--- src/aspc_pkg.sv ---
package aspc_pkg;
	localparam int WINDOW_DEF = 10;
	localparam int SUM_W = 23;
	localparam logic [23:0] FACTOR_MAX = 24'h7FFFFF;
	localparam logic OP_SAMPLE = 1'b0;
	localparam logic OP_PRESS = 1'b1;
	localparam logic [2:0] STEP_DONE = 3'd6;

	typedef struct packed {
		logic op;
		logic signed [15:0] acc_x;
		logic signed [15:0] acc_y;
		logic signed [15:0] acc_z;
	} in_item_t;

	typedef struct packed {
		logic signed [15:0] avg_x;
		logic signed [15:0] avg_y;
		logic signed [15:0] avg_z;
		logic [2:0] step;
		logic signed [15:0] cal_x;
		logic signed [15:0] cal_y;
		logic signed [15:0] cal_z;
		logic done_res;
		logic degenerate;
	} out_item_t;
endpackage

--- src/aspc_if.sv ---
interface aspc_if #(parameter type T = logic);
	logic valid;
	logic ready;
	T data;
	modport source (output valid, output data, input ready);
	modport sink (input valid, input data, output ready);
endinterface

--- src/accel_six_position_calibrator_core.sv ---
// Six-position accelerometer calibrator.
// in_ch: op, acc_x/y/z. op 0 pushes a Q4.12 sample into a per-axis moving window
// held in one RAM; op 1 is a button press that steps the capture sequencer
// (x min, x max, y min, y max, z min, z max, then restart on the next press).
// out_ch: one result per input transfer: averages, step, calibrated values,
// done_res and degenerate.
// From input transfer to out_ch.valid: a sample does the window RAM
// read/modify/write, then three averages through a shared 29-step divider;
// a capture press does the averages only; the sixth press first does up to
// three 29-step reciprocal divisions; no division while the window is empty.
// One item at a time; in_ch.ready is low while an item is in work or the
// result waits, so a new item is taken only after the last result has left.
// The result sits in an output register until out_ch.ready; the block accepts
// nothing new meanwhile.
// Reset clears sums, fill count, slot, step, extremes, zeros, factors and flag;
// the window RAM is never cleared, entries are only read once written.
module accel_six_position_calibrator_core
	import aspc_pkg::*;
#(
	parameter int WINDOW = WINDOW_DEF
) (
	input logic clk,
	input logic arst_n,
	aspc_if.sink in_ch,
	aspc_if.source out_ch
);
	localparam int AW = $clog2(3 * WINDOW);
	localparam int SW = $clog2(WINDOW);
	localparam int FW = $clog2(WINDOW + 1);

	localparam logic [3:0] S_IDLE = 4'd0, S_RD = 4'd1, S_UPD = 4'd2,
		S_COEF = 4'd3, S_ZWAIT = 4'd4, S_FDIV = 4'd5, S_FWAIT = 4'd6,
		S_AVG = 4'd7, S_AWAIT = 4'd8, S_MUL = 4'd9, S_SAT = 4'd10,
		S_OUT = 4'd11;

	logic [3:0] st_q;
	logic [1:0] ax_q;
	in_item_t it_q;
	logic signed [SUM_W-1:0] sum_q [3];
	logic [FW-1:0] fill_q;
	logic [SW-1:0] slot_q;
	logic [2:0] step_q;
	logic signed [15:0] ext_q [6];
	logic signed [15:0] zero_q [3];
	logic [23:0] fac_q [3];
	logic bad_q;
	logic signed [15:0] avg_q [3];
	logic signed [16:0] diff_q;
	logic signed [41:0] prod_q;
	logic signed [15:0] cal_q [3];
	out_item_t res_q;
	logic ovalid_q;

	logic ram_we;
	logic [AW-1:0] ram_wa, ram_ra;
	logic [15:0] ram_wd, ram_rd;

	logic dv_start, dv_neg, dv_busy;
	logic [28:0] dv_num, dv_quo;
	logic [23:0] dv_den;

	aspc_ram #(.WIDTH(16), .DEPTH(3 * WINDOW)) u_win (
		.clk(clk), .we(ram_we), .waddr(ram_wa), .wdata(ram_wd),
		.raddr(ram_ra), .rdata(ram_rd)
	);

	aspc_div #(.NW(29), .DW(24)) u_div (
		.clk(clk), .arst_n(arst_n), .start(dv_start), .neg(dv_neg),
		.num(dv_num), .den(dv_den), .busy(dv_busy), .quo(dv_quo)
	);

	logic signed [15:0] cur_acc;
	logic signed [16:0] zsum;
	logic signed [15:0] zval;
	logic signed [16:0] dval;
	logic [AW-1:0] addr;
	logic [SUM_W-1:0] asum;
	logic signed [15:0] cap;
	logic signed [25:0] q26;

	always_comb begin
		unique case (ax_q)
			2'd0: cur_acc = it_q.acc_x;
			2'd1: cur_acc = it_q.acc_y;
			default: cur_acc = it_q.acc_z;
		endcase
		addr = AW'(ax_q * WINDOW) + AW'(slot_q);
		zsum = 17'(ext_q[2 * ax_q]) + 17'(ext_q[2 * ax_q + 1]);
		zval = zsum[16:1];
		dval = 17'(ext_q[2 * ax_q + 1]) - 17'(zval);
		asum = sum_q[ax_q][SUM_W-1] ? -sum_q[ax_q] : sum_q[ax_q];
		cap = (fill_q == '0) ? 16'sd0 : avg_q[step_q[2:1]];
		q26 = prod_q[41:16];
	end

	assign ram_ra = addr;
	assign ram_wa = addr;
	assign ram_wd = cur_acc;
	assign ram_we = st_q == S_UPD;

	always_comb begin
		dv_start = 1'b0;
		dv_neg = 1'b0;
		dv_num = '0;
		dv_den = '0;
		if (st_q == S_FDIV && dval > 0) begin
			dv_start = 1'b1;
			dv_num = 29'h1000_0000;
			dv_den = 24'(dval);
		end else if (st_q == S_AVG && fill_q != '0) begin
			dv_start = 1'b1;
			dv_neg = sum_q[ax_q][SUM_W-1];
			dv_num = 29'(asum);
			dv_den = 24'(fill_q);
		end
	end

	assign in_ch.ready = st_q == S_IDLE && !ovalid_q;
	assign out_ch.valid = ovalid_q;
	assign out_ch.data = res_q;

	always_ff @(posedge clk or negedge arst_n) begin
		if (!arst_n) begin
			st_q <= S_IDLE;
			ax_q <= '0;
			fill_q <= '0;
			slot_q <= '0;
			step_q <= '0;
			bad_q <= 1'b0;
			ovalid_q <= 1'b0;
			for (int i = 0; i < 3; i++) begin
				sum_q[i] <= '0;
				zero_q[i] <= '0;
				fac_q[i] <= '0;
			end
			for (int i = 0; i < 6; i++) ext_q[i] <= '0;
		end else begin
			if (ovalid_q && out_ch.ready) ovalid_q <= 1'b0;
			unique case (st_q)
				S_IDLE: if (in_ch.valid && !ovalid_q) begin
					it_q <= in_ch.data;
					ax_q <= '0;
					if (in_ch.data.op == OP_SAMPLE) begin
						st_q <= S_RD;
					end else if (step_q < STEP_DONE) begin
						ext_q[step_q] <= cap;
						step_q <= step_q + 1'b1;
						st_q <= (step_q == 3'd5) ? S_COEF : S_AVG;
						if (step_q == 3'd5) bad_q <= 1'b0;
					end else begin
						step_q <= '0;
						fill_q <= '0;
						slot_q <= '0;
						for (int i = 0; i < 3; i++) sum_q[i] <= '0;
						st_q <= S_AVG;
					end
				end
				S_RD: st_q <= S_UPD;
				S_UPD: begin
					sum_q[ax_q] <= sum_q[ax_q] + SUM_W'(cur_acc)
						- ((fill_q == FW'(WINDOW)) ? SUM_W'(signed'(ram_rd)) : '0);
					if (ax_q == 2'd2) begin
						ax_q <= '0;
						if (fill_q != FW'(WINDOW)) fill_q <= fill_q + 1'b1;
						slot_q <= (slot_q == SW'(WINDOW - 1)) ? '0 : slot_q + 1'b1;
						st_q <= S_AVG;
					end else begin
						ax_q <= ax_q + 1'b1;
						st_q <= S_RD;
					end
				end
				S_COEF: begin
					zero_q[ax_q] <= zval;
					st_q <= S_FDIV;
				end
				S_FDIV: begin
					if (dval > 0) begin
						st_q <= S_FWAIT;
					end else begin
						fac_q[ax_q] <= FACTOR_MAX;
						bad_q <= 1'b1;
						st_q <= S_ZWAIT;
					end
				end
				S_FWAIT: if (!dv_busy) begin
					fac_q[ax_q] <= (dv_quo > 29'(FACTOR_MAX)) ? FACTOR_MAX
						: dv_quo[23:0];
					st_q <= S_ZWAIT;
				end
				S_ZWAIT: begin
					if (ax_q == 2'd2) begin
						ax_q <= '0;
						st_q <= S_AVG;
					end else begin
						ax_q <= ax_q + 1'b1;
						st_q <= S_COEF;
					end
				end
				S_AVG: begin
					if (fill_q == '0) begin
						avg_q[ax_q] <= '0;
						diff_q <= -17'(zero_q[ax_q]);
						st_q <= S_MUL;
					end else begin
						st_q <= S_AWAIT;
					end
				end
				S_AWAIT: if (!dv_busy) begin
					avg_q[ax_q] <= dv_quo[15:0];
					diff_q <= 17'(signed'(dv_quo[15:0])) - 17'(zero_q[ax_q]);
					st_q <= S_MUL;
				end
				S_MUL: begin
					prod_q <= 42'(diff_q) * 42'(signed'({1'b0, fac_q[ax_q]}));
					st_q <= S_SAT;
				end
				S_SAT: begin
					cal_q[ax_q] <= (step_q != STEP_DONE) ? 16'sd0
						: (q26 > 26'sd32767) ? 16'sd32767
						: (q26 < -26'sd32768) ? -16'sd32768 : q26[15:0];
					if (ax_q == 2'd2) begin
						ax_q <= '0;
						st_q <= S_OUT;
					end else begin
						ax_q <= ax_q + 1'b1;
						st_q <= S_AVG;
					end
				end
				S_OUT: begin
					res_q <= '{avg_x: avg_q[0], avg_y: avg_q[1], avg_z: avg_q[2],
						step: step_q, cal_x: cal_q[0], cal_y: cal_q[1], cal_z: cal_q[2],
						done_res: step_q == STEP_DONE, degenerate: bad_q};
					ovalid_q <= 1'b1;
					st_q <= S_IDLE;
				end
				default: st_q <= S_IDLE;
			endcase
		end
	end
endmodule

--- src/aspc_ram.sv ---
module aspc_ram #(
	parameter int WIDTH = 16,
	parameter int DEPTH = 32
) (
	input logic clk,
	input logic we,
	input logic [$clog2(DEPTH)-1:0] waddr,
	input logic [WIDTH-1:0] wdata,
	input logic [$clog2(DEPTH)-1:0] raddr,
	output logic [WIDTH-1:0] rdata
);
	logic [WIDTH-1:0] mem [DEPTH];
	always_ff @(posedge clk) begin
		if (we) mem[waddr] <= wdata;
		rdata <= mem[raddr];
	end
endmodule

--- src/aspc_div.sv ---
module aspc_div #(
	parameter int NW = 29,
	parameter int DW = 24
) (
	input logic clk,
	input logic arst_n,
	input logic start,
	input logic neg,
	input logic [NW-1:0] num,
	input logic [DW-1:0] den,
	output logic busy,
	output logic [NW-1:0] quo
);
	localparam int CW = $clog2(NW + 1);
	logic [NW-1:0] n_q;
	logic [DW-1:0] d_q;
	logic [DW:0] r_q;
	logic [CW-1:0] cnt_q;
	logic neg_q;
	logic [DW:0] sh;
	logic [DW:0] df;
	always_comb begin
		sh = {r_q[DW-1:0], n_q[NW-1]};
		df = sh - {1'b0, d_q};
	end
	assign busy = cnt_q != '0;
	assign quo = neg_q ? -n_q : n_q;
	always_ff @(posedge clk or negedge arst_n) begin
		if (!arst_n) begin
			cnt_q <= '0;
		end else if (start) begin
			cnt_q <= CW'(NW);
		end else if (busy) begin
			cnt_q <= cnt_q - 1'b1;
		end
	end
	always_ff @(posedge clk) begin
		if (start) begin
			n_q <= num;
			d_q <= den;
			r_q <= '0;
			neg_q <= neg;
		end else if (busy) begin
			if (!df[DW]) begin
				r_q <= df;
				n_q <= {n_q[NW-2:0], 1'b1};
			end else begin
				r_q <= sh;
				n_q <= {n_q[NW-2:0], 1'b0};
			end
		end
	end
endmodule

--- src/flat_wrapper.sv ---
// flat-port wrapper written by rule: the top's interface ports become plain ports
module accel_six_position_calibrator_core_flat import aspc_pkg::*;
#(
	parameter int WINDOW = WINDOW_DEF
)
  (clk, arst_n, in_ch_valid, in_ch_data, in_ch_ready, out_ch_valid, out_ch_data, out_ch_ready);
  aspc_if #(.T(in_item_t)) in_ch_i ();
  aspc_if #(.T(out_item_t)) out_ch_i ();
  input logic clk;
  input logic arst_n;
  input wire logic [$bits(in_ch_i.valid)-1:0] in_ch_valid;
  input wire logic [$bits(in_ch_i.data)-1:0] in_ch_data;
  output wire logic [$bits(in_ch_i.ready)-1:0] in_ch_ready;
  output wire logic [$bits(out_ch_i.valid)-1:0] out_ch_valid;
  output wire logic [$bits(out_ch_i.data)-1:0] out_ch_data;
  input wire logic [$bits(out_ch_i.ready)-1:0] out_ch_ready;
  assign in_ch_i.valid = in_ch_valid;
  assign in_ch_i.data = in_ch_data;
  assign in_ch_ready = in_ch_i.ready;
  assign out_ch_valid = out_ch_i.valid;
  assign out_ch_data = out_ch_i.data;
  assign out_ch_i.ready = out_ch_ready;
  accel_six_position_calibrator_core #(.WINDOW(WINDOW)) u_core (.clk(clk), .arst_n(arst_n), .in_ch(in_ch_i), .out_ch(out_ch_i));
endmodule
--- config.mk ---
export PLATFORM = sky130hd
export DESIGN_NAME = accel_six_position_calibrator_core_flat
export DESIGN_NICKNAME = d
export VERILOG_FILES = /design/src/aspc_pkg.sv /design/src/aspc_if.sv /design/src/accel_six_position_calibrator_core.sv /design/src/aspc_ram.sv /design/src/aspc_div.sv /design/src/flat_wrapper.sv
export SDC_FILE = /design/constraint.sdc
export NUM_CORES = 2
export LEC_CHECK = 0
export BUFFER_PORTS_ARGS = -buffer_cell sky130_fd_sc_hd__buf_2
export CAP_MARGIN = 20
export CORE_ASPECT_RATIO = 1.2
export CORE_MARGIN = 1
export CORE_UTILIZATION = 40
export DETAILED_ROUTE_END_ITERATION = 10
export PLACE_DENSITY = 0.63
export SLEW_MARGIN = 20
export SYNTH_ARGS = -nofsm -noshare
export SYNTH_HDL_FRONTEND = slang
export SYNTH_SLANG_ARGS = --single-unit
--- constraint.sdc ---
create_clock -name clk -period 9.05 [get_ports clk]
set_clock_uncertainty 0.2 [all_clocks]
set_input_delay 1.81 -clock clk [delete_from_list [all_inputs] [get_ports clk]]
set_output_delay 1.81 -clock clk [all_outputs]
set_load 0.02 [all_outputs]
# Yosys cells after proc, flatten, opt, wreduce, memory -nomap -nowiden
# Memory sizes are Yosys's and may differ from the RTL's. A register that Yosys moved wholly into a read port is not among the register bits.
# Index checks and enable logic that the tools add are counted.
# word_totals
ff_bits	499
mem_bits_rw	576
inputBits	53
out_inout_bits	103
elab_cells	246
memories	3
# memory_table
memory	depth	word_bits	read_ports	rd_ports_with_merged_regs	write_ports	line_no	rtl
u_core.u_win.mem	30	16	1	1	1	aspc_ram.sv:12	logic [WIDTH-1:0] mem [DEPTH];
u_core.avg_q	3	16	4	3	1	accel_six_position_calibrator_core.sv:47	logic signed [15:0] avg_q [3];
u_core.cal_q	3	16	3	3	1	accel_six_position_calibrator_core.sv:50	logic signed [15:0] cal_q [3];
# classes
addsub	16
mul	2
order_cmp	11
eq_ne	30
mux	102
n_bitwise	9
n_reduce_logical	38
# ops
operator	count
2-to-1 mux 16 bit	13
2-to-1 mux 69 bit	3
2-to-1 mux 24 bit	6
2-to-1 mux 72 bit	2
one-hot mux 72 bit (2 select lines)	1
2-to-1 mux 23 bit	6
one-hot mux 69 bit (2 select lines)	1
2-to-1 mux 29 bit	4
binary-select mux 16 bit (select 3 bit)	2
bitwise mux 96 bit	1
bitwise mux 72 bit	1
bitwise mux 69 bit	1
OR 69 bit	1
greater-or-equal comparator 33 x 4 -> 1 bit, second input constant	2
2-to-1 mux 4 bit	14
binary-select mux 24 bit (select 2 bit)	1
bitwise mux 48 bit	1
demux 16 bit (select 3 bit)	1
demux 24 bit (select 2 bit)	1
binary-select mux 23 bit (select 2 bit)	1
demux 23 bit (select 2 bit)	1
one-hot mux 4 bit (11 select lines)	1
multiplier 17 x 25 -> 42 bit	1
2-to-1 mux 17 bit	2
other kinds (67)	140

# Logic depth before layout (Yosys ltp)
# logic_depth
ltp_word	11
depth_mapped	34
ltp_nobuf	28

# Cells and area by module
# From an unflattened synthesis, not the netlist that was laid out.
# unflattened
cells_unflattened	5442
area_unflattened_um2	66092.1
# by_module_without_submodules
module	instances	cells_per_inst	area_each_um2	seq_area_each_um2
accel_six_position_calibrator_core	1	3955	41690.0	16736.1
aspc_ram	1	941	19133.4	14734.1
aspc_div	1	546	5268.8	2227.1

# Least setup slack after synthesis
# OpenSTA, ideal clock, no wires.
# synth_timing
kind	register to register
start	register u_core.ax_q[1]
end	register u_core.prod_q[41], data pin
setup_time_ns	0.260
arrival_ns	7.909
t_required_ns	8.590
setup_slack_ns	0.681
path_stages_with_launch	34
path_buffers	7
period_less_slack_ns	8.369
cell_sequence	dfrtp_1 -> buf_2 -> clkbuf_1 -> clkbuf_1 -> buf_2 -> buf_1 -> buf_1 -> nand2_1 -> o22ai_1 -> clkbuf_1 -> nand2_1 -> fa_1 -> inv_1 -> fa_1 -> inv_1 -> fa_1 -> inv_1 -> fa_1 -> fa_1 -> inv_1 -> fa_1 -> inv_1 -> ha_1 -> nand2_1 -> o211ai_1 -> a211oi_1 -> o21ai_0 -> nor2b_1 -> a21oi_1 -> o211a_1 -> a21oi_1 -> a211o_1 -> a21oi_1 -> xnor2_1
# synth_between
elab_chain_len	5
# synth_lines
element	line_no	rtl
from (decl)	accel_six_position_calibrator_core.sv:37	logic [1:0] ax_q;
from (signal assigned)	accel_six_position_calibrator_core.sv:168	ax_q <= ax_q + 1'b1;
from (signal assigned)	accel_six_position_calibrator_core.sv:195	ax_q <= ax_q + 1'b1;
from (signal assigned)	accel_six_position_calibrator_core.sv:225	ax_q <= ax_q + 1'b1;
NOT 2 -> 3 bit (implied by the code)	accel_six_position_calibrator_core.sv:214	prod_q <= 42'(diff_q) * 42'(signed'({1'b0, fac_q[ax_q]}));
binary-select mux 24 bit (select 2 bit)	accel_six_position_calibrator_core.sv:214	
2-to-1 mux 24 bit (implied by the code) (2 in a row)	accel_six_position_calibrator_core.sv:214	
multiplier 17 x 25 -> 42 bit	accel_six_position_calibrator_core.sv:214	
to (signal assigned)	accel_six_position_calibrator_core.sv:214	
to (decl)	accel_six_position_calibrator_core.sv:49	logic signed [41:0] prod_q;
# Every way passes these cells. The select of a mux whose other input is x is not followed.
# A chain may end at the register's enable or synchronous reset.

# Worst setup path after layout
# layout_timing
start	register u_core.ax_q[0]
end	register u_core.prod_q[41], data pin
# Same word-level chain as after synthesis.

==> metrics <==
Die W=370.0 um; DRC viols=0; DIE HEIGHT=443.5 um; first-pass GRT wire length=244500 um; Util after Layout=45.11%; routability cong.=0.8843; Worst Tran Pin Value=1176 ps; post-synthesis sequential area ratio=51.53%; CP arrival=8590 ps; initial antenna violation count=5; peak supply drop=0.1966 mV; Row Count=161; worst min path class=flop to flop; Total GRT Usage=19.14%; EDFF count, synth=831; f_max=121.1 MHz; Cell variety after synth=86; Starting Density=40.38%; Worst EP required=9380 ps; DRT antenna net count=0; Post-CTS Repair Setup Buffers=0; Port Buffers=155; clock latency on the worst-skew pair=790 ps; Clk pin slew, worst setup/hold paths=60 ps; # clock sinks=1180; RSZ-0062 raised after global routing=false; clock root cell=clkbuf_16; Worst Slack Setup Final=789.5 ps; HP Start=u_core.cal_q[1][13]; DR vias/cell=5.322; vias in the first global route=42080; Syn. warnings=0; syn avg cell area=12.48 um2; Post-Synthesis Net Count=5864; slowest CP cell=dfrtp_4; non-filler cells, final=7592; TNS Setup=0 ps; Synth Register Bits=1180; Cell Area, Synth=64990 um2; fin crit share=91.28%; ys flop type=edfxtp_1; most used cell, CP=fa_1; WHS Endpoint=out_ch_data[31]; crit path kind=flop to flop; layout net count=6028; Initial DRC Count=2721; Max-Cap Viols=0; Post-Route WL=156700 um; R2R setup slack=790 ps; layout overhead on the synthesized area=11.72%; Worst Setup End Kind=flop; CTS tree=done; post-place instance area=68570 um2; RR Startpoint=u_core.ax_q[0]; Setup Slack @ Placement=665.1 ps; htree depth=3; Crit Reg-Reg Endpoint=u_core.prod_q[41]; placed cells=7365; slew margin rel.=21.12%; DPL Wire Length=109300 um; CP max FO=19; reg2reg path depth=28; clk buf depth=3; via count=40400; core area=161000 um2; First-pass DRT Iterations=8; hold path depth=0; Total Power=10.68 mW; remaining global-route overflow=0; share of post-route cells with drive strength above 1=13.89%; Final Hold Fails=0; per-cell routed wire length=20.64 um; IO Pins=156; Post-Syn Instances=5209; crit path launch type=flop; Max Slew Vio Count=0; async set or reset register ratio after synthesis=26.19%; Hold Worst Slack=167.8 ps; design area=72600 um2; status=finished, final reports clean; Leak Pwr=30.41 nW; max incr delay on CP=620 ps; Final Setup Violations=0; # fillers=14490; largest net degree at the start of global routing=103; CTS Hold Bufs=0; PD cells=147.1 nW/um2; die area=164100 um2; CTS Buf Count=118; crit path time final=8261 ps; post-CTS resize count=0
[where the power goes]
| part | internal, mW | leakage (nW) | switching, mW |
|---|---|---|---|
| Sequential | 5.73 | 11.7 | 0.0000112 |
| Clock | 2.72 | 1.87 | 2.18 |
| Combinational | 0.00984 | 16.8 | 0.0340 |
[worst max-delay path by stage]
stage	to	from	slack (ps)
2_1_floorplan	u_core.prod_q[41]	u_core.ax_q[1]	680
3_3_place_gp	u_core.prod_q[41]	u_core.ax_q[0]	860
3_5_place_dp	u_core.prod_q[41]	u_core.ax_q[0]	670
4_1_cts	u_core.prod_q[41]	u_core.ax_q[0]	740
5_1_grt	u_core.prod_q[41]	u_core.ax_q[0]	300
6_report	u_core.prod_q[41]	u_core.ax_q[0]	790
[worst max-delay path: cells and delay by family, from the launching register on]
family	cells	cell delay (ps)
flops	1	620
fa+ha+maj	7	3160
buf+inv	6	860
compound gates	10	2350
xor+xnor	1	70
simple gates	4	810
[layout by cell type, fill, tap and decap left out, types with 22 or more instances in the layout]
master and count:
and2_1 211, nand3_1 124, o21a_1 39, nor2b_1 50, buf_2 154, o21ai_0 188, a21o_1 42, nand2_1 487
dfrtp_1 305, inv_1 569, a211oi_1 30, nor2_1 249, edfxtp_1 831, mux2i_1 148, dfxtp_1 40, nor3_1 33
a22o_1 124, or4_1 22, buf_4 118, mux2_2 104, a21oi_1 115, clkinv_1 30, nand2b_1 30, clkbuf_16 118
ha_1 246, xnor2_1 98, xor2_1 60, o21ai_1 62, mux4_2 128, fa_1 355
[cell usage after synthesis, types with 7 or more instances]
| master | number | area [um2] |
|---|---|---|
| or3_1 | 17 | 106.4 |
| a211oi_1 | 30 | 225.2 |
| dfxtp_1 | 40 | 800.8 |
| xnor2_1 | 100 | 875.8 |
| nand2b_1 | 30 | 187.7 |
| dfrtp_1 | 309 | 7732 |
| nand3_1 | 124 | 620.6 |
| nor4_1 | 12 | 75.07 |
| mux2i_1 | 148 | 1481 |
| ha_1 | 247 | 3090 |
| buf_2 | 22 | 110.1 |
| o21ai_1 | 67 | 335.3 |
| mux2_2 | 104 | 1171 |
| mux2_1 | 7 | 78.83 |
| inv_1 | 572 | 2147 |
| o22ai_1 | 14 | 87.58 |
| nor2_1 | 269 | 1010 |
| o21ai_0 | 190 | 950.9 |
| o211ai_1 | 7 | 52.55 |
| clkbuf_1 | 184 | 690.7 |
| a21oi_1 | 116 | 580.6 |
| and2_1 | 211 | 1320 |
| a31oi_1 | 13 | 81.33 |
| o21a_1 | 39 | 292.8 |
| nor3_1 | 36 | 180.2 |
| o21bai_1 | 10 | 75.07 |
| fa_1 | 355 | 7107 |
| buf_1 | 25 | 93.84 |
| a311oi_1 | 8 | 70.07 |
| o2bb2ai_1 | 11 | 96.34 |
| edfxtp_1 | 831 | 24950 |
| or4_1 | 22 | 165.2 |
| o31ai_1 | 15 | 112.6 |
| and3_1 | 19 | 118.9 |
| xor2_1 | 60 | 525.5 |
| nor2b_1 | 51 | 319.1 |
| a21o_1 | 42 | 315.3 |
| nand2_1 | 487 | 1828 |
| a22o_1 | 124 | 1086 |
| nand4_1 | 13 | 81.33 |
| mux4_2 | 128 | 2883 |
[layout make-up]
type                       instances  area [um2]  area share [%]
multi-input combinational       3212       28520           39.28
timing repair buffer             285        1876           2.583
clock inverter                    81       829.5           1.143
inverter                         576        2162           2.978
antenna                            2       5.005        0.006893
tap                             2119        2651           3.652
clock buffer                     137        3064           4.220
sequential                      1180       33500           46.14
[registers in the layout, summed over array words and instances (netlist names), 48 cells and up]
register,count
u_core.avg_q,64
out_ch_data,96
u_core.ext_q,96
u_core.cal_q,48
u_core.sum_q,69
u_core.it_q,48
u_core.u_win.mem,480
u_core.zero_q,48
u_core.fac_q,72
[routing by layer]
layer	part of all wire, %	routed length [um]	GRT usage (%)
met4	3.1	4806	6.336
met3	4.8	7468	2.510
met2	52	80850	34.28
met1	41	63530	23.61
met5	0.0083	13	0
[cells by family after synthesis]
group / after synthesis / synth area share (%)
compound gates: 740 / 7.482
simple gates: 1322 / 9.655
mux: 387 / 8.639
xor+xnor: 160 / 2.156
flops: 1180 / 51.53
fa+ha+maj: 602 / 15.69
buf+inv: 817 / 4.842
other cells: 1 / 0.005770
(Power assumes the default switching activity.)
